==> src/sv/tm_pkg.sv <==
`timescale 1ns / 1ps
// Package for the Turing machine step engine: sizes, field widths, item kinds,
// rule entry and tape control types. No dependencies.
package tm_pkg;

  localparam int TAPE_CELLS  = 1024;
  localparam int NUM_STATES  = 16;
  localparam int NUM_SYMBOLS = 6;

  localparam int HALT_LAST  = NUM_STATES + 2;
  localparam int RULE_COUNT = NUM_STATES * NUM_SYMBOLS;
  localparam int TAPE_AW    = $clog2(TAPE_CELLS);
  localparam int RULE_AW    = $clog2(RULE_COUNT);

  // field widths
  localparam int KIND_W   = 3;
  localparam int RSTATE_W = 4;
  localparam int STATE_W  = 5;
  localparam int SYM_W    = 3;
  localparam int POS_W    = 10;
  localparam int TICK_W   = 32;

  localparam int IN_DATA_W    = 32;
  localparam int OUT_FIELDS_W = STATE_W + POS_W + SYM_W + 1 + 1 + TICK_W;
  localparam int OUT_DATA_W   = ((OUT_FIELDS_W + 7) / 8) * 8;

  typedef enum logic [KIND_W-1:0] {
    K_STEP       = 3'd0,
    K_LOAD_RULE  = 3'd1,
    K_WRITE_CELL = 3'd2,
    K_PLACE_HEAD = 3'd3,
    K_RESTART    = 3'd4
  } kind_e;

  typedef struct packed {
    logic [STATE_W-1:0] next;
    logic [SYM_W-1:0]   wsym;
    logic               right;
  } rule_t;

  typedef struct packed {
    logic clear;
    logic shift;
    logic right;
  } tape_ctrl_t;

endpackage

==> src/sv/tm_rules.sv <==
`timescale 1ns / 1ps
// Rule table: one-write, one-read memory with registered read and per-entry
// valid bits so that unwritten entries read as zero. Depends on tm_pkg.
module tm_rules (
  input  logic                       clk_i,
  input  logic                       rst_ni,
  input  logic                       clr_i,
  input  logic                       we_i,
  input  logic [tm_pkg::RULE_AW-1:0] waddr_i,
  input  tm_pkg::rule_t              wdata_i,
  input  logic [tm_pkg::RULE_AW-1:0] raddr_i,
  output tm_pkg::rule_t              rdata_o
);
  import tm_pkg::*;

  rule_t                 mem_q [RULE_COUNT];
  rule_t                 rd_q;
  logic [RULE_COUNT-1:0] valid_q;
  logic                  rd_valid_q;

  always_ff @(posedge clk_i) begin
    if (we_i) begin
      mem_q[waddr_i] <= wdata_i;
    end
    rd_q <= mem_q[raddr_i];
  end

  always_ff @(posedge clk_i or negedge rst_ni) begin
    if (!rst_ni) begin
      valid_q    <= '0;
      rd_valid_q <= 1'b0;
    end else begin
      if (clr_i) begin
        valid_q <= '0;
      end else if (we_i) begin
        valid_q[waddr_i] <= 1'b1;
      end
      rd_valid_q <= valid_q[raddr_i];
    end
  end

  assign rdata_o = rd_valid_q ? rd_q : '0;

endmodule

==> config.mk <==
export PLATFORM = sky130hd
export DESIGN_NAME = tm_rules
export DESIGN_NICKNAME = d
export VERILOG_FILES = /design/src/sv/tm_pkg.sv /design/src/sv/tm_rules.sv
export SDC_FILE = /design/constraint.sdc
export NUM_CORES = 1
export LEC_CHECK = 0
export BUFFER_PORTS_ARGS = -buffer_cell sky130_fd_sc_hd__buf_4
export CORE_AREA = 2 2 221 441
export CTS_CLUSTER_SIZE = 40
export DETAILED_ROUTE_END_ITERATION = 10
export DIE_AREA = 0 0 223 443
export HOLD_SLACK_MARGIN = 0.12
export PLACE_DENSITY_LB_ADDON = 0.2
export SLEW_MARGIN = 20
export SYNTH_ARGS = -nofsm -noshare
export SYNTH_HDL_FRONTEND = slang
export SYNTH_SLANG_ARGS = --single-unit
==> constraint.sdc <==
create_clock -name clk_i -period 2.7 [get_ports clk_i]
set_input_delay 0.27 -clock clk_i [delete_from_list [all_inputs] [get_ports clk_i]]
set_output_delay 0.27 -clock clk_i [all_outputs]
set_load 0.02 [all_outputs]
==> run metrics, run 1 <==
Startpoint Class input port; Req. time, crit path ~3.3 ns; DRC 0; synthesized flop and latch total 970; prevailing post-synth register cell edfxtp_1; Final Cycle Share 88.9%; synth unique cells 53; area of the mapped netlist 0.0380 mm²; crit path DAT 2.99 ns; Synth area leader edfxtp_1; Die X 223 µm; post-DP HPWL 62300 µm; Int Power approximately 25 mW; Slew @ Worst Pin 1.04 ns; Crit Path Max Fanout 23; full die area ~0.1 mm²; ys async rst share 10.0%; DRT iter0 DRCs 1982; first-pass GRT wire length 144000 µm; Initial DRT Pass Iterations 6; gp weighted congestion 0.818; Fmax achieved 416 MHz; Seq pwr share 52.2%; run status finished clean; Core Box Area ~0.096 mm²; most frequent cells after synthesis 864 x edfxtp_1, 285 x nor2_1, 222 x mux4_2; average wire per standard cell 28.6 µm; Clk pin slew, worst setup/hold paths 0.06 ns; Max H-tree Level 3; Root Buffer clkbuf_16; Worst Skew 0.0188 ns; # rows around 160; Final setup viols 0; Design Area, Final 0.0444 mm²; PD cells around 710 mW/mm²; Tmin final 2.40 ns; initial antenna violation count 1; final wirelength 99100 µm; Hold Crit Class in2reg; Total GRT Usage roughly a fifth; share of layout cells above drive strength 1 29.3%; top cell type's share of synthesized area 68.3%; syn_nets 1944; CTS tree yes; via count between 15000 and 20000; clock sink total 970; max layer used met4; max-cap violations 0; Final Hold Viols 0; Sw Ratio around a fifth; Net Sw Power 6.66 mW; combinational power share 5.3%; Starting Density 39.7%; Avg Synthesized Cell Area roughly 20 µm²; Chip Height 443 µm; post-route antenna net violation count 0; placed inst area 0.0411 mm²; total CTS buffers 88; Yosys Warn Count 0; io pins 36; final-stage net count 2198; clock power share 42.5%; vias in the first global route 19900; mean number of vias per cell 5.57; Synth Instances 1917; LEAKAGE 15.0 nW; unrepaired setup endpoints after global routing no; routed wl met3 around 5000 µm; CP Class in2reg; grt total ovfl 0; port bufs 35; Area Growth Syn to Fin 16.9%; ANT cells 0; CTS Buffer Depth 3; worst rel slew slack 30.5%; largest net degree at the start of global routing 97; Post-synth EDFFs 864; max-slew violation count 0; count leader, synth edfxtp_1; clock network latency to the later pin of the worst-skew pair 0.68 ns; Max VDD drop between 0.5 and 0.6 mV; Critical Path End Type flip-flop; M1 WL 42700 µm; Detail Route met2 WL 48900 µm; register area share after synthesis 75.2%; WHS between 0.1 and 0.15 ns; largest cells by area after synthesis edfxtp_1 68%, mux4_2 13%, dfrtp_1 6.4%
[routing by layer]
metal	global-route usage (%)	vias up
met5	0	-
met4	6.15	0
met3	3.12	129
met2	33.2	577
met1	28.4	10400
li1	-	8239
[sequential cells by signal, summed over array words and instances, names as in the netlist]
name and flops:
rd_q 9, valid_q 96, rd_valid_q 1, mem_q 864
[layout make-up]
type / count / area (µm²)
clock buffer: 111 / 2490
fill: 8012 / 51300
tap: 1222 / 1530
inverter: 5 / 18.8
clock inverter: 55 / 623
timing repair buffer: 266 / 2390
multi-input combinational: 840 / 8760
sequential: 970 / 28600
[per-stage QoR]
stage / utilization [%] / worst slack, ns / std cells / power (mW) / TNS [ns]
after floorplan: - / 0.421 / 1917 / 17.6 / 0
after global placement: 43.0 / -0.0913 / 3294 / 18.4 / -0.145
after detailed placement: 43.0 / -0.0906 / 3294 / 18.5 / -0.136
after CTS: 46.3 / 0.298 / 3467 / 31.8 / 0
after global routing: 46.4 / 0.200 / 3469 / 32.4 / 0
final: 46.4 / 0.299 / 3469 / 31.5 / 0
[critical path, cell delays in order]
cell	delay, ns
dlygate4sd3_1	0.53
buf_4	0.28
buf_4	0.43
buf_4	0.29
nand2_1	0.07
nor4_1	0.64
a2111oi_0	0.15
buf_4	0.21
o2111ai_1	0.08
[power by group through the flow]
| stage | clock [mW] | sequential, mW | combinational (mW) |
|---|---|---|---|
| 2_1_floorplan | 0 | 16.8 | 0.831 |
| 3_3_place_gp | 0 | 16.8 | 1.67 |
| 3_5_place_dp | 0 | 16.8 | 1.69 |
| 4_1_cts | 13.7 | 16.4 | 1.70 |
| 5_1_grt | 14.2 | 16.4 | 1.78 |
| 6_report | 13.4 | 16.4 | 1.67 |
[path summary, 6_finish.rpt]
check / from / end / slack [ns] / cells past startpoint
setup / recovery: raddr_i[3] / rd_q[3]$_DFF_P_ / 0.30 / 9
hold / removal: wdata_i[6] / mem_q[39][6]$_DFFE_PP_ / 0.14 / 1
setup reg to reg: mem_q[36][2]$_DFFE_PP_ / rd_q[2]$_DFF_P_ / 0.50 / 4
hold reg to reg: valid_q[61]$_DFFE_PN0P_ / valid_q[61]$_DFFE_PN0P_ / 0.49 / 2
max in group asynchronous: rst_ni / valid_q[51]$_DFFE_PN0P_ / 1.69 / 3
min in group asynchronous: rst_ni / valid_q[19]$_DFFE_PN0P_ / 0.18 / 2
[cell families after synthesis]
logic type | share of synthesized area (%)
DFF | 75.2
and+or+nand+nor | 5.08
muxes | 16.1
buffers and inverters | 1.71
AOI/OAI and AO/OA | 1.94
[cells in the final DEF (no fill, tap or decap), drive strengths merged, types with 34 or more instances in the layout]
cell type	count
buf	258
dfrtp	97
nand3	34
mux2i	38
nand2	69
mux4	245
clkbuf	111
clkinv	35
nor2	285
edfxtp	864
[repair_timing]
item,in CTS,in global routing
endpoints found under the hold margin,161,26
resized for setup,0,0
setup buffers,0,0
hold buffers,7,1
Note: power is estimated with default switching activity, not from simulation.
==> inputs of run 2 (changes only) <==
--- a/config.mk
+++ b/config.mk
@@ -5,11 +5,13 @@
 export SDC_FILE = /design/constraint.sdc
 export NUM_CORES = 1
 export LEC_CHECK = 0
+export ABC_AREA = 1
 export BUFFER_PORTS_ARGS = -buffer_cell sky130_fd_sc_hd__buf_4
-export CORE_AREA = 2 2 221 441
+export CAP_MARGIN = 20
+export CORE_AREA = 2 2 226 450
 export CTS_CLUSTER_SIZE = 40
 export DETAILED_ROUTE_END_ITERATION = 10
-export DIE_AREA = 0 0 223 443
+export DIE_AREA = 0 0 228 452
 export HOLD_SLACK_MARGIN = 0.12
 export PLACE_DENSITY_LB_ADDON = 0.2
 export SLEW_MARGIN = 20
==> run metrics, run 2 <==
Post-synth EDFFs 864 (unchanged); area of the mapped netlist 0.0396 mm² (was 0.0380 mm²); Synth Area in Compound Gates 2.58% (was 1.94%); combinational power share 7.1% (was 5.3%); via count 26700 (was 19300); ys async rst share 10.0% (unchanged); Clk pin slew, worst setup/hold paths 0.07 ns (was 0.06 ns); CTS tree yes (unchanged); max reg flops 864 (unchanged); Area Growth Syn to Fin 13.9% (was 16.9%); Net Sw Power 7.09 mW (was 6.66 mW); CTS Buffer Depth 3 (unchanged); Final Hold Viols 0 (unchanged); mean number of vias per cell 5.30 (was 5.57); mux cell area share after synthesis 0% (was 16.1%); most frequent cells after synthesis 1060 x nand2_1, 864 x edfxtp_1, 643 x nand3_1 (was 864 x edfxtp_1, 285 x nor2_1, 222 x mux4_2); Int Power 23.2 mW (was 24.9 mW); largest family of logic cells by synthesized area simple AND/OR/NAND/NOR gates (was multiplexers); postcts setup bufs 0 (unchanged); synthesized flop and latch total 970 (unchanged); WHS 0.152 ns (was 0.144 ns); clock network latency to the later pin of the worst-skew pair 0.67 ns (was 0.68 ns); Synth Area in XOR/XNOR 0% (unchanged); Startpoint Class flip-flop (was input port); Final setup viols 0 (unchanged); Synth area leader edfxtp_1 (unchanged); Tmin final 1.86 ns (was 2.40 ns); Slew @ Worst Pin 0.979 ns (was 1.04 ns); setup_tns 0 ns (unchanged); register area share after synthesis 72.2% (was 75.2%); Req. time, crit path 2.43 ns (was 3.29 ns); Initial DRT Pass Iterations 6 (unchanged); Sw Ratio 23.4% (was 21.1%); Total GRT Usage 22.4% (was 20.4%); Synth Instances 3549 (was 1917); worst rel slew slack 34.7% (was 30.5%); final-stage net count 3670 (was 2198); Core Box Area 0.0997 mm² (was 0.0957 mm²); Seq pwr share 54.3% (was 52.2%); count leader, synth nand2_1 (was edfxtp_1); CP Class reg2out (was in2reg); max-cap violations 0 (unchanged); final wirelength 116000 µm (was 99100 µm); Yosys Warn Count 0 (unchanged); Fmax achieved 539 MHz (was 416 MHz); Post-Synth Simple-Gate Area 22.2% (was 5.08%); Max VDD drop 0.594 mV (was 0.520 mV); # rows 164 (was 161); prevailing post-synth register cell edfxtp_1 (unchanged); DRC 0 (unchanged); crit path DAT 1.59 ns (was 2.99 ns); Synth Area in Adders 0% (unchanged); syn_nets 3576 (was 1944); grt total ovfl 0 (unchanged); post-route worst setup slack 0.843 ns (was 0.299 ns); Max H-tree Level 3 (unchanged); Final Cycle Share 68.8% (was 88.9%); clock power share 38.6% (was 42.5%); commonest non-fill, non-tap cell in the layout nand2_1 (was edfxtp_1); average wire per standard cell 23.0 µm (was 28.6 µm); vias in the first global route 26600 (was 19900); io pins 36 (unchanged); clock sink total 970 (unchanged); Worst Skew 0.0157 ns (was 0.0188 ns); DRT iter0 DRCs 2035 (was 1982); largest net degree at the start of global routing 97 (unchanged); post-DP HPWL 70800 µm (was 62300 µm); top cell type's share of synthesized area 65.6% (was 68.3%); max-slew violation count 0 (unchanged); total CTS buffers 81 (was 88); Root Buffer clkbuf_16 (unchanged); Avg Synthesized Cell Area 11.2 µm² (was 19.8 µm²); LEAKAGE 16.6 nW (was 15.0 nW); initial antenna violation count 3 (was 1); synth unique cells 20 (was 53); Starting Density 39.7% (about the same); PD cells 671 mW/mm² (was 711 mW/mm²); biggest regs mem_q (864), valid_q (96), rd_q (9) (unchanged); largest cells by area after synthesis edfxtp_1 66%, nand2_1 10%, nand3_1 8.1% (was edfxtp_1 68%, mux4_2 13%, dfrtp_1 6.4%); port bufs 35 (unchanged); Critical Path End Type primary output (was flip-flop); Crit Path Max Fanout 9 (was 23); post-route antenna net violation count 0 (unchanged); pre-CTS setup slack 0.257 ns (was -0.0906 ns); Die X 228 µm (was 223 µm); total power 30.3 mW (was 31.5 mW); commonest non-fill, non-tap cells in the layout 1060 x nand2_1, 864 x edfxtp_1, 643 x nand3_1, 416 x nor2_1, 181 x buf_4 (was 864 x edfxtp_1, 285 x nor2_1, 227 x buf_4, 222 x mux4_2, 97 x dfrtp_1); first-pass GRT wire length 172000 µm (was 144000 µm); Chip Height 452 µm (was 443 µm); gp weighted congestion 0.831 (was 0.818); full die area 0.103 mm² (was 0.0988 mm²); share of layout cells above drive strength 1 9.25% (was 29.3%); run status finished clean (unchanged); Hold Crit Class in2async (was in2reg); unrepaired setup endpoints after global routing no (unchanged); Most flops, register mem_q (unchanged)
==> run 2: cell count changes in the layout (fill, tap and decap cells not counted), sizes merged, moves of 16 or more <==
cell   delta
a21oi    +53
buf      -34
inv      +44
mux2i    -38
mux4    -245
nand2   +991
nand3   +609
nor2    +131
o21ai    +63
o22ai    -16
o31ai    +25
==> run 2: worst max-delay path, cell delays in order, from the launching register on <==
cell and delay (ns):
dfrtp_1 0.51, nand2_1 0.12, inv_1 0.13, buf_4 0.16
==> run 2: power by group through the flow <==
stage,logic (mW),registers (mW),clock network [mW]
after floorplan,1.06,16.8,0
after CTS,2.15,16.4,11.8
after detailed placement,2.14,16.8,0
after global placement,2.13,16.8,0
final,2.14,16.4,11.7
after global routing,2.31,16.4,12.4
==> run 2: final cells by class <==
class	count	area, µm²
inverter	56	228
sequential	970	28600
clock inverter	54	450
fill	9392	54600
multi-input combinational	2305	9830
timing repair buffer	229	2260
antenna	2	5.00
clock buffer	96	2100
tap	1328	1660
==> run 2: final timing paths <==
kind	startpoint	end	slack, ns	cells past startpoint
worst min register to register	valid_q[53]$_DFFE_PN0P_	valid_q[53]$_DFFE_PN0P_	0.50	2
worst min-delay path	rst_ni	valid_q[93]$_DFFE_PN0P_	0.15	2
worst max-delay path	rd_valid_q$_DFF_PN0_	rdata_o[4]	0.84	3
max in group asynchronous	rst_ni	valid_q[6]$_DFFE_PN0P_	1.77	3
min in group clk_i	wdata_i[1]	mem_q[66][1]$_DFFE_PP_	0.16	1
worst max register to register	mem_q[49][4]$_DFFE_PP_	rd_q[4]$_DFF_P_	1.01	10
==> run 2: per-layer routing <==
metal	routed length, µm	GRT usage (%)	share of wire [%]	vias up
met2	60400	40.4	52	768
met5	13	0	0.011	-
met1	44700	26.6	39	13300
met4	5760	10.8	5.0	2
li1	-	-	-	12400
met3	5090	2.46	4.4	212
==> run 2: timing repair <==
action	4_1_cts	5_1_grt
hold buffers	5	0
resized for setup	0	0
hold endpoints to repair	96	0
endpoints found under the setup margin	0	0
==> run 2: kinds of logic after synthesis <==
family | count (synthesis)
AOI/OAI and AO/OA | 177
buffers and inverters | 274
DFF | 970
and+or+nand+nor | 2128
==> run 2: metrics by stage <==
| stage | cells | area, µm² | utilization, % |
|---|---|---|---|
| after floorplan | 3549 | 39600 | - |
| after global placement | 4883 | 42500 | 42.6 |
| after detailed placement | 4883 | 42500 | 42.6 |
| after CTS | 5038 | 45100 | 45.2 |
| after global routing | 5039 | 45100 | 45.2 |
| final | 5040 | 45100 | 45.2 |
