===== src/sv/tm_pkg.sv =====
`timescale 1ns / 1ps
// Package for the Turing machine step engine: sizes, field widths, item kinds,
// rule entry and tape control types. No dependencies.
package tm_pkg;

  localparam int TAPE_CELLS  = 1024;
  localparam int NUM_STATES  = 16;
  localparam int NUM_SYMBOLS = 6;

  localparam int HALT_LAST  = NUM_STATES + 2;
  localparam int RULE_COUNT = NUM_STATES * NUM_SYMBOLS;
  localparam int TAPE_AW    = $clog2(TAPE_CELLS);
  localparam int RULE_AW    = $clog2(RULE_COUNT);

  // field widths
  localparam int KIND_W   = 3;
  localparam int RSTATE_W = 4;
  localparam int STATE_W  = 5;
  localparam int SYM_W    = 3;
  localparam int POS_W    = 10;
  localparam int TICK_W   = 32;

  localparam int IN_DATA_W    = 32;
  localparam int OUT_FIELDS_W = STATE_W + POS_W + SYM_W + 1 + 1 + TICK_W;
  localparam int OUT_DATA_W   = ((OUT_FIELDS_W + 7) / 8) * 8;

  typedef enum logic [KIND_W-1:0] {
    K_STEP       = 3'd0,
    K_LOAD_RULE  = 3'd1,
    K_WRITE_CELL = 3'd2,
    K_PLACE_HEAD = 3'd3,
    K_RESTART    = 3'd4
  } kind_e;

  typedef struct packed {
    logic [STATE_W-1:0] next;
    logic [SYM_W-1:0]   wsym;
    logic               right;
  } rule_t;

  typedef struct packed {
    logic clear;
    logic shift;
    logic right;
  } tape_ctrl_t;

endpackage


===== src/sv/tm_cell.sv =====
`timescale 1ns / 1ps
// One tape cell of the rotating tape ring: holds a symbol, clears it, takes a direct write,
// or takes a neighbor's symbol on a shift, in that priority. Depends on tm_pkg.
module tm_cell (
  input  logic                     clk_i,
  input  logic                     rst_ni,
  input  tm_pkg::tape_ctrl_t       ctrl_i,
  input  logic                     we_i,
  input  logic [tm_pkg::SYM_W-1:0] wdata_i,
  input  logic [tm_pkg::SYM_W-1:0] left_i,
  input  logic [tm_pkg::SYM_W-1:0] right_i,
  output logic [tm_pkg::SYM_W-1:0] sym_o
);
  import tm_pkg::*;

  logic [SYM_W-1:0] sym_d, sym_q;

  always_comb begin
    priority if (ctrl_i.clear) begin
      sym_d = '0;
    end else if (we_i) begin
      sym_d = wdata_i;
    end else if (ctrl_i.shift) begin
      // head moving right pulls the ring one place toward cell 0
      sym_d = ctrl_i.right ? right_i : left_i;
    end else begin
      sym_d = sym_q;
    end
  end

  always_ff @(posedge clk_i or negedge rst_ni) begin
    if (!rst_ni) begin
      sym_q <= '0;
    end else begin
      sym_q <= sym_d;
    end
  end

  assign sym_o = sym_q;

endmodule


===== config.mk =====
export PLATFORM = sky130hd
export DESIGN_NAME = tm_cell
export DESIGN_NICKNAME = d
export VERILOG_FILES = /design/src/sv/tm_pkg.sv /design/src/sv/tm_cell.sv
export SDC_FILE = /design/constraint.sdc
export NUM_CORES = 1
export LEC_CHECK = 0
export BUFFER_PORTS_ARGS = -buffer_cell sky130_fd_sc_hd__buf_4
export CAP_MARGIN = 20
export CELL_PAD_IN_SITES_DETAIL_PLACEMENT = 0
export CELL_PAD_IN_SITES_GLOBAL_PLACEMENT = 1
export CORE_AREA = 2 2 39 41
export CTS_CLUSTER_DIAMETER = 100
export DETAILED_ROUTE_END_ITERATION = 16
export DIE_AREA = 0 0 41 43
export GPL_TIMING_DRIVEN = 0
export HOLD_SLACK_MARGIN = 0.03
export PLACE_DENSITY_LB_ADDON = 0.2
export SKIP_CTS_REPAIR_TIMING = 1
export SLEW_MARGIN = 20
export SYNTH_ARGS = -nofsm -noshare
export SYNTH_HDL_FRONTEND = slang
export SYNTH_SLANG_ARGS = --single-unit

===== constraint.sdc =====
create_clock -name clk_i -period 2.1 [get_ports clk_i]
set_clock_uncertainty 0.05 [all_clocks]
set_input_delay 0.105 -clock clk_i [delete_from_list [all_inputs] [get_ports clk_i]]
set_output_delay 0.105 -clock clk_i [all_outputs]
set_load 0.02 [all_outputs]

==> results.toml, run 1 <==
[drt]
antenna_left = 0
wl_met1_um = 219
drcViolationCount = 0
num_vias = 208
via_per_inst = 3.852
firstDrtPassIters = 2
first_iter_violations = 1
avgRoutedWirePerCell_um = 10.50
dr_wl_met3_um = 50
met2_length_um = 297
highest_layer = "met3"
drt-total-wl_um = 567

[final_layout]
syn2layout_area_growth_pct = 97.35
largest_reg_flops = 3
n_antenna_cell = 0
drive_above_1_share = 0.5263
fin_nets = 54
final_core_util = 0.2694
fillers = 151

[grt]
grt_max_degree = 8
grt_pass1_vias = 210
grt_pass1_wl_um = 903
grtUsageTotal = 0.07855
grt_overflow = 0
antenna_found_initial = 0

[synthesis]
synth-async-reset-ratio = 1.000
synth_top_area_frac = 0.3974
synth_edf_count = 0
synthTopCellsByCount = "dfrtp_1, mux2i_1, nand3b_1, o211ai_1, or4b_1"
synth_cell_types = 6
ys_seq_elements = 3
synth_nets = 31
synth_top_cell_by_area = "dfrtp_1"
yosysSeqAreaShare = 0.3974
syn_area_um2 = 188.9
synthCells = 16
synth_warnings = 0
synth_ff_type = "dfrtp_1"
synth_area_leaders = "dfrtp_1, mux2i_1, or4b_1, nand3b_1, o211ai_1"
avgSynthCellArea_um2 = 11.81

[timing]
rsz0062_at_grt = "no"
finalHoldViolCount = 0
relSlewSlack = 0.8812
setup_viol = 0
worst_pin_slew_ps = 173.2
min_period_over_period = 0.4885
tns_ps = 0
drv_slew = 0
finalCriticalPeriod_ps = 1026
fmax_mhz = 974.8

[clock_tree]
cts.reportedPaths.clkPinSlew_ps = 40
htreeDepth = 1
clk_latency_ps = 230
cts_buffer_depth = 2
cts-root-buf = "clkbuf_4"
tritoncts = "yes"
clock_sinks = 3
cts_buffers = 3

[worst_setup_path]
crit_slowest_cell = "or4b_1"
r2r_start = "sym_o[0]"
end_kind = "flip-flop"
cpPeakStageDelay_ps = 430
critPathArrivalTime_ps = 1110
cp.required_ps = 2190
crit_start = "sym_o[0]"
worstPathMaxFanout = 2
start_kind = "flip-flop"
worstPathCellList = "or4b_1 > o211ai_1"
critical_path_class = "reg -> reg"

[floorplanning]
io_pins = 18
die-area_mm2 = 0.001763
dieHeight_um = 43
fp.dieW_um = 41
rows = 14
start_util = 0.1365
core_mm2 = 0.001384

[outcome]
status = "complete, no violations"

[min_path]
worstHoldStart = "wdata_i[0]"
holdCritPathClass = "in -> reg"

[placement]
port-buffer-count = 17
gp_congestion = 0.6210

[pwr]
powerDensity_mw_per_mm2 = 575.2
leakage_nw = 0.1758
total_power_w = 0.0002145
irDropWorstVdd_mv = 0.2653

[run]
maxCapViolCount = 0
logic make-up after synthesis:
kind of cell     count (synthesis)  share of synthesized area
flip-flops                       3                     0.3973
multiplexers                     3                     0.1589
AO/OA/AOI/OAI                    3                     0.1192
AND/OR/NAND/NOR                  7                     0.3245
layer usage:
| layer | GRT usage | vias up |
|---|---|---|
| met1 | 0.1006 | 89 |
| met5 | 0 | - |
| met4 | 0.06000 | 0 |
| li1 | - | 112 |
| met3 | 0.02094 | 0 |
| met2 | 0.1063 | 7 |
through the flow:
step           worst slack, ps  hold slack [ps]  cell area [µm²]  std cells
2_1_floorplan             1008           -240.6            188.9         16
4_1_cts                   1070           -405.5            362.8         53
3_3_place_gp              1073           -155.2            336.6         49
5_1_grt                  996.6            117.4            372.9         54
6_report                  1074            97.51            372.9         54
3_5_place_dp              1084           -153.8            336.6         49
final cells by class:
class	count	area [µm²]	area share
multi-input combinational	13	113.9	0.3054
sequential	3	75.07	0.2013
clock buffer	4	26.28	0.07047
timing repair buffer	18	137.6	0.3691
tap	16	20.02	0.05369
power breakdown:
| part | internal (W) | switching, W | total (W) |
|---|---|---|---|
| Sequential | 0.0000624 | 0.00000192 | 0.0000643 |
| Combinational | 0.0000305 | 0.0000195 | 0.0000500 |
| Clock | 0.0000712 | 0.0000290 | 0.000100 |
| Total | 0.000164 | 0.0000504 | 0.000214 |
final timing paths:
kind                             to  slack, ps  cells after the start
setup / recovery           sym_o[0]       1070                      2
hold / removal             sym_o[0]        100                      3
setup reg to reg           sym_o[0]       1070                      2
hold reg to reg            sym_o[2]        610                      2
max in group asynchronous  sym_o[1]       1760                      2
min in group asynchronous  sym_o[2]        150                      2
layout by cell type, fill, tap and decap left out:
cell type and n:
clkbuf_1 1, clkbuf_4 3, buf_4 17, dfrtp_1 3, mux2i_1 3, dlygate4sd3_1 1
o211ai_1 3, or3b_1 1, nand3b_1 3, or4b_1 3
critical path, delay by kind of cell, from the launching register on:
family / cells / cell delay, ps
flip-flops: 1 / 340
AO/OA/AOI/OAI: 1 / 110
AND/OR/NAND/NOR: 1 / 430
Power figures use the tool's default switching activity.
==> run 2: changes to the inputs <==
--- a/config.mk
+++ b/config.mk
@@ -5,6 +5,7 @@
 export SDC_FILE = /design/constraint.sdc
 export NUM_CORES = 1
 export LEC_CHECK = 0
+export ABC_AREA = 1
 export BUFFER_PORTS_ARGS = -buffer_cell sky130_fd_sc_hd__buf_4
 export CAP_MARGIN = 20
 export CELL_PAD_IN_SITES_DETAIL_PLACEMENT = 0
==> constraint.sdc (replaced) <==
create_clock -name clk_i -period 1 [get_ports clk_i]
set_clock_uncertainty 0.05 [all_clocks]
set_input_delay 0.05 -clock clk_i [delete_from_list [all_inputs] [get_ports clk_i]]
set_output_delay 0.05 -clock clk_i [all_outputs]
set_load 0.02 [all_outputs]
==> run 2 against run 1 <==
  * Sequential cell count unchanged
  * Sequential power up 110%
  * Global-route usage down 0.81 points
  * Critical path type is now reg -> out
==> results.toml, run 2 <==
[worst_setup_path]
worstPathMaxFanout = 2
reg2reg_slack_ps = 350
critPathArrivalTime_ps = 760
critical_path_class = "reg -> out"
cpPeakStageDelay_ps = 370
crit_slowest_cell = "dfrtp_1"
cp_top_family = "flip-flops"
cp.required_ps = 900
start_kind = "flip-flop"
end_kind = "primary output"
path_buf_inv = 1
worstPathCellList = "buf_4"

[placement]
port-buffer-count = 17
dp_slack_ps = 165.3
dpl-instance-area_um2 = 337.8
gp_congestion = 0.6307

[timing]
finalHoldViolCount = 0
fmax_mhz = 1165
drv_slew = 0
min_period_over_period = 0.8586
relSlewSlack = 0.7837
worst_pin_slew_ps = 321.1
rsz0062_at_grt = "no"
tns_ps = 0
finalCriticalPeriod_ps = 858.6
setup_viol = 0
setup_slack_ps = 141.4

[synthesis]
synth_most_common_cell = "nand2_1"
synthTopCellsByCount = "nand2_1, nor2_1, dfrtp_1, inv_1, nand3_1"
synth_edf_count = 0
syn_area_um2 = 190.2
synth_top_area_frac = 0.3947
synth_warnings = 0
avgSynthCellArea_um2 = 5.943
yosysSeqAreaShare = 0.3947
synth_cell_types = 7
synth_nets = 47
synthCells = 32
synth_area_leaders = "dfrtp_1, nand2_1, nor2_1, nand3_1, inv_1"
ys_seq_elements = 3
synth_ff_type = "dfrtp_1"
synth-async-reset-ratio = 1.000
synth_top_cell_by_area = "dfrtp_1"

[floorplanning]
rows = 14
die-area_mm2 = 0.001763
dieHeight_um = 43
start_util = 0.1374
io_pins = 18
core_mm2 = 0.001384
fp.dieW_um = 41

[grt]
antenna_found_initial = 0
grt_max_degree = 7
grt_pass1_wl_um = 765
grt_pass1_vias = 228
grt_overflow = 0
grtUsageTotal = 0.07049

[clock_tree]
cts_buffer_depth = 2
cts-root-buf = "clkbuf_4"
clock_sinks = 3
tritoncts = "yes"
cts_buffers = 3
cts.reportedPaths.clkPinSlew_ps = 40
htreeDepth = 1
clk_latency_ps = 230

[final_layout]
drive_above_1_share = 0.3704
fin_nets = 70
largest_reg_flops = 3
n_antenna_cell = 0
final_core_util = 0.2703
fin_area_um2 = 374.1
syn2layout_area_growth_pct = 96.71
final_cell_mix = "buf_4, nand2_1, nor2_1"
multi_input_comb_area_um2 = 103.9
fillers = 174
seq_area_um2 = 75.07
final_common_cell = "buf_4"

[drt]
firstDrtPassIters = 1
avgRoutedWirePerCell_um = 7.643
drt-total-wl_um = 535
num_vias = 254
via_per_inst = 3.629
drcViolationCount = 0
first_iter_violations = 0
antenna_left = 0

[outcome]
status = "complete, no violations"

[pwr]
powerDensity_mw_per_mm2 = 1227
irDropWorstVdd_mv = 0.3152
share_seq_of_total_power = 0.298
switchingPower_w = 0.0001158
sw_frac_of_total = 0.2522
clkPwrFrac = 0.460
leakage_nw = 0.2163
p_comb_frac = 0.242
p_int_w = 0.0003433

[run]
maxCapViolCount = 0

[min_path]
holdCritPathClass = "in -> reg"
## run 2: cell type report
type / count / area share
inverter: 3 / 0.03010
clock buffer: 4 / 0.07023
timing repair buffer: 18 / 0.3679
sequential: 3 / 0.2007
multi-input combinational: 26 / 0.2776
tap: 16 / 0.05351
## run 2: metal layers
| layer | share of wire | routed length, µm | up-vias | global-route usage |
|---|---|---|---|---|
| met5 | 0 | 0 | - | 0 |
| met4 | 0 | 0 | 0 | 0.08000 |
| met3 | 0.090 | 48 | 0 | 0.03141 |
| met2 | 0.55 | 293 | 10 | 0.09688 |
| met1 | 0.36 | 193 | 103 | 0.06818 |
| li1 | - | - | 141 | - |
## run 2: logic make-up after synthesis
family	share of synthesized area
compound gates	0.02629
buf+inv	0.05921
flops	0.3947
simple gates	0.5197
## run 2: path summary, 6_finish.rpt
path	startpoint	endpoint	depth (start not counted)
max	sym_o[2]	sym_o[2]	1
min	ctrl_i[1]	sym_o[1]	4
max reg2reg	sym_o[0]	sym_o[0]	2
min reg2reg	sym_o[1]	sym_o[1]	2
max in group asynchronous	rst_ni	sym_o[0]	2
min in group asynchronous	rst_ni	sym_o[1]	2
## run 2: through the flow
stage / hold slack, ps / cells / total power [W]
finish: 45.06 / 70 / 0.0004591
global route: 65.61 / 70 / 0.0004874
CTS: -460.1 / 69 / 0.0004722
detailed placement: -208.5 / 65 / 0.0002492
global placement: -208.3 / 65 / 0.0002511
floorplan: -295.6 / 32 / 0.0001805
## run 2: power by group through the flow
stage | sequential (W) | clock (W) | combinational (W)
floorplan | 0.000150 | 0 | 0.0000301
global placement | 0.000139 | 0 | 0.000112
detailed placement | 0.000139 | 0 | 0.000110
CTS | 0.000137 | 0.000224 | 0.000110
global route | 0.000138 | 0.000227 | 0.000123
finish | 0.000137 | 0.000211 | 0.000111
==> run 3: changes to the inputs <==
--- a/config.mk
+++ b/config.mk
@@ -11,12 +11,14 @@
 export CELL_PAD_IN_SITES_DETAIL_PLACEMENT = 0
 export CELL_PAD_IN_SITES_GLOBAL_PLACEMENT = 1
 export CORE_AREA = 2 2 39 41
+export CTS_BUF_LIST = sky130_fd_sc_hd__clkbuf_2
 export CTS_CLUSTER_DIAMETER = 100
 export DETAILED_ROUTE_END_ITERATION = 16
 export DIE_AREA = 0 0 41 43
 export GPL_TIMING_DRIVEN = 0
 export HOLD_SLACK_MARGIN = 0.03
 export PLACE_DENSITY_LB_ADDON = 0.2
+export RECOVER_POWER = 50
 export SKIP_CTS_REPAIR_TIMING = 1
 export SLEW_MARGIN = 20
 export SYNTH_ARGS = -nofsm -noshare
==> run 3 against run 2 <==
  * Register-to-register slack about the same
  * Critical path depth unchanged
  * Sequential cell count unchanged
  * Via count increased by 2.0%
  * Clock-buffer cell count unchanged
  * Critical path type unchanged
  * Critical endpoint unchanged
==> results.toml, run 3 (synthesized netlist as in run 2, its figures left out) <==
[floorplanning]
io_pins = 18
core_mm2 = 0.001384
rows = 14
dieHeight_um = 43
die-area_mm2 = 0.001763
start_util = 0.1374
fp.dieW_um = 41

[worst_setup_path]
crit_slowest_cell = "dfrtp_1"
cp.required_ps = 900
cpPeakStageDelay_ps = 370
critical_path_class = "reg -> out"
path_buf_inv = 1
worstPathMaxFanout = 2
worstPathCellList = "buf_4"
critPathArrivalTime_ps = 740
cp_top_family = "flip-flops"
reg2reg_slack_ps = 340
start_kind = "flip-flop"
end_kind = "primary output"

[grt]
grt_max_degree = 7
antenna_found_initial = 0
grt_overflow = 0
grt_pass1_vias = 228
grt_pass1_wl_um = 765
grtUsageTotal = 0.07049

[clock_tree]
cts_buffers = 3
clk_latency_ps = 200
clock_sinks = 3
cts.reportedPaths.clkPinSlew_ps = 40
cts-root-buf = "clkbuf_2"
tritoncts = "yes"
htreeDepth = 1
cts_buffer_depth = 2

[run]
maxCapViolCount = 0

[drt]
via_per_inst = 3.700
highest_layer = "met4"
drcViolationCount = 0
met2_length_um = 284
drt-total-wl_um = 539
first_iter_violations = 1
avgRoutedWirePerCell_um = 7.700
firstDrtPassIters = 3
antenna_left = 0
wl_met1_um = 192
dr_wl_met3_um = 53
num_vias = 259

[timing]
tns_ps = 0
worst_pin_slew_ps = 320.2
setup_slack_ps = 164.1
finalHoldViolCount = 0
relSlewSlack = 0.7843
rsz0062_at_grt = "no"
drv_slew = 0
fmax_mhz = 1196
min_period_over_period = 0.8359
setup_viol = 0
finalCriticalPeriod_ps = 835.9

[final_layout]
largest_reg_flops = 3
final_cell_mix = "nand2_1, buf_4, nor2_1"
fillers = 174
syn2layout_area_growth_pct = 89.47
drive_above_1_share = 0.3519
final_core_util = 0.2604
fin_nets = 70
n_antenna_cell = 0

[pwr]
switchingPower_w = 0.0001195
sw_frac_of_total = 0.2877
share_seq_of_total_power = 0.329
p_comb_frac = 0.259
irDropWorstVdd_mv = 0.2524
powerDensity_mw_per_mm2 = 1153
clkPwrFrac = 0.412
p_int_w = 0.0002958
leakage_nw = 0.2107

[placement]
port-buffer-count = 17
gp_congestion = 0.6307
dp_slack_ps = 165.3

[outcome]
status = "complete, no violations"

[min_path]
holdCritPathClass = "in -> reg"
run 3: final timing paths:
kind	from	end	depth (start not counted)
hold reg to reg	sym_o[1]	sym_o[1]	2
max in group asynchronous	rst_ni	sym_o[0]	2
setup / recovery	sym_o[2]	sym_o[2]	1
min in group asynchronous	rst_ni	sym_o[1]	2
hold / removal	ctrl_i[1]	sym_o[1]	4
setup reg to reg	sym_o[0]	sym_o[0]	2
run 3: layer usage:
layer / GRT usage / vias up
li1: - / 141
met4: 0.08000 / 0
met1: 0.06818 / 103
met3: 0.03141 / 2
met2: 0.09688 / 13
met5: 0 / -
run 3: area by class of cell:
| type | instances | area (µm²) | share of cell area |
|---|---|---|---|
| timing repair buffer | 18 | 130.1 | 0.3611 |
| clock buffer | 4 | 20.02 | 0.05556 |
| tap | 16 | 20.02 | 0.05556 |
| sequential | 3 | 75.07 | 0.2083 |
| inverter | 3 | 11.26 | 0.03125 |
| multi-input combinational | 26 | 103.9 | 0.2882 |
run 3: stage by stage:
step / hold slack, ps / instances / total power [W] / instance area, µm²
after floorplan: -295.6 / 32 / 0.0001805 / 190.2
after global placement: -208.3 / 65 / 0.0002511 / 337.8
after detailed placement: -208.5 / 65 / 0.0002492 / 337.8
after CTS: -435.0 / 69 / 0.0004256 / 357.8
after global routing: 88.52 / 70 / 0.0004381 / 360.3
final: 68.04 / 70 / 0.0004153 / 360.3
run 3: power groups by stage:
stage                     clock network (W)  logic [W]  registers [W]
after floorplan                           0  0.0000301       0.000150
after global placement                    0   0.000112       0.000139
after detailed placement                  0   0.000110       0.000139
after CTS                          0.000178   0.000110       0.000137
after global routing               0.000181   0.000119       0.000138
final                              0.000171   0.000107       0.000137
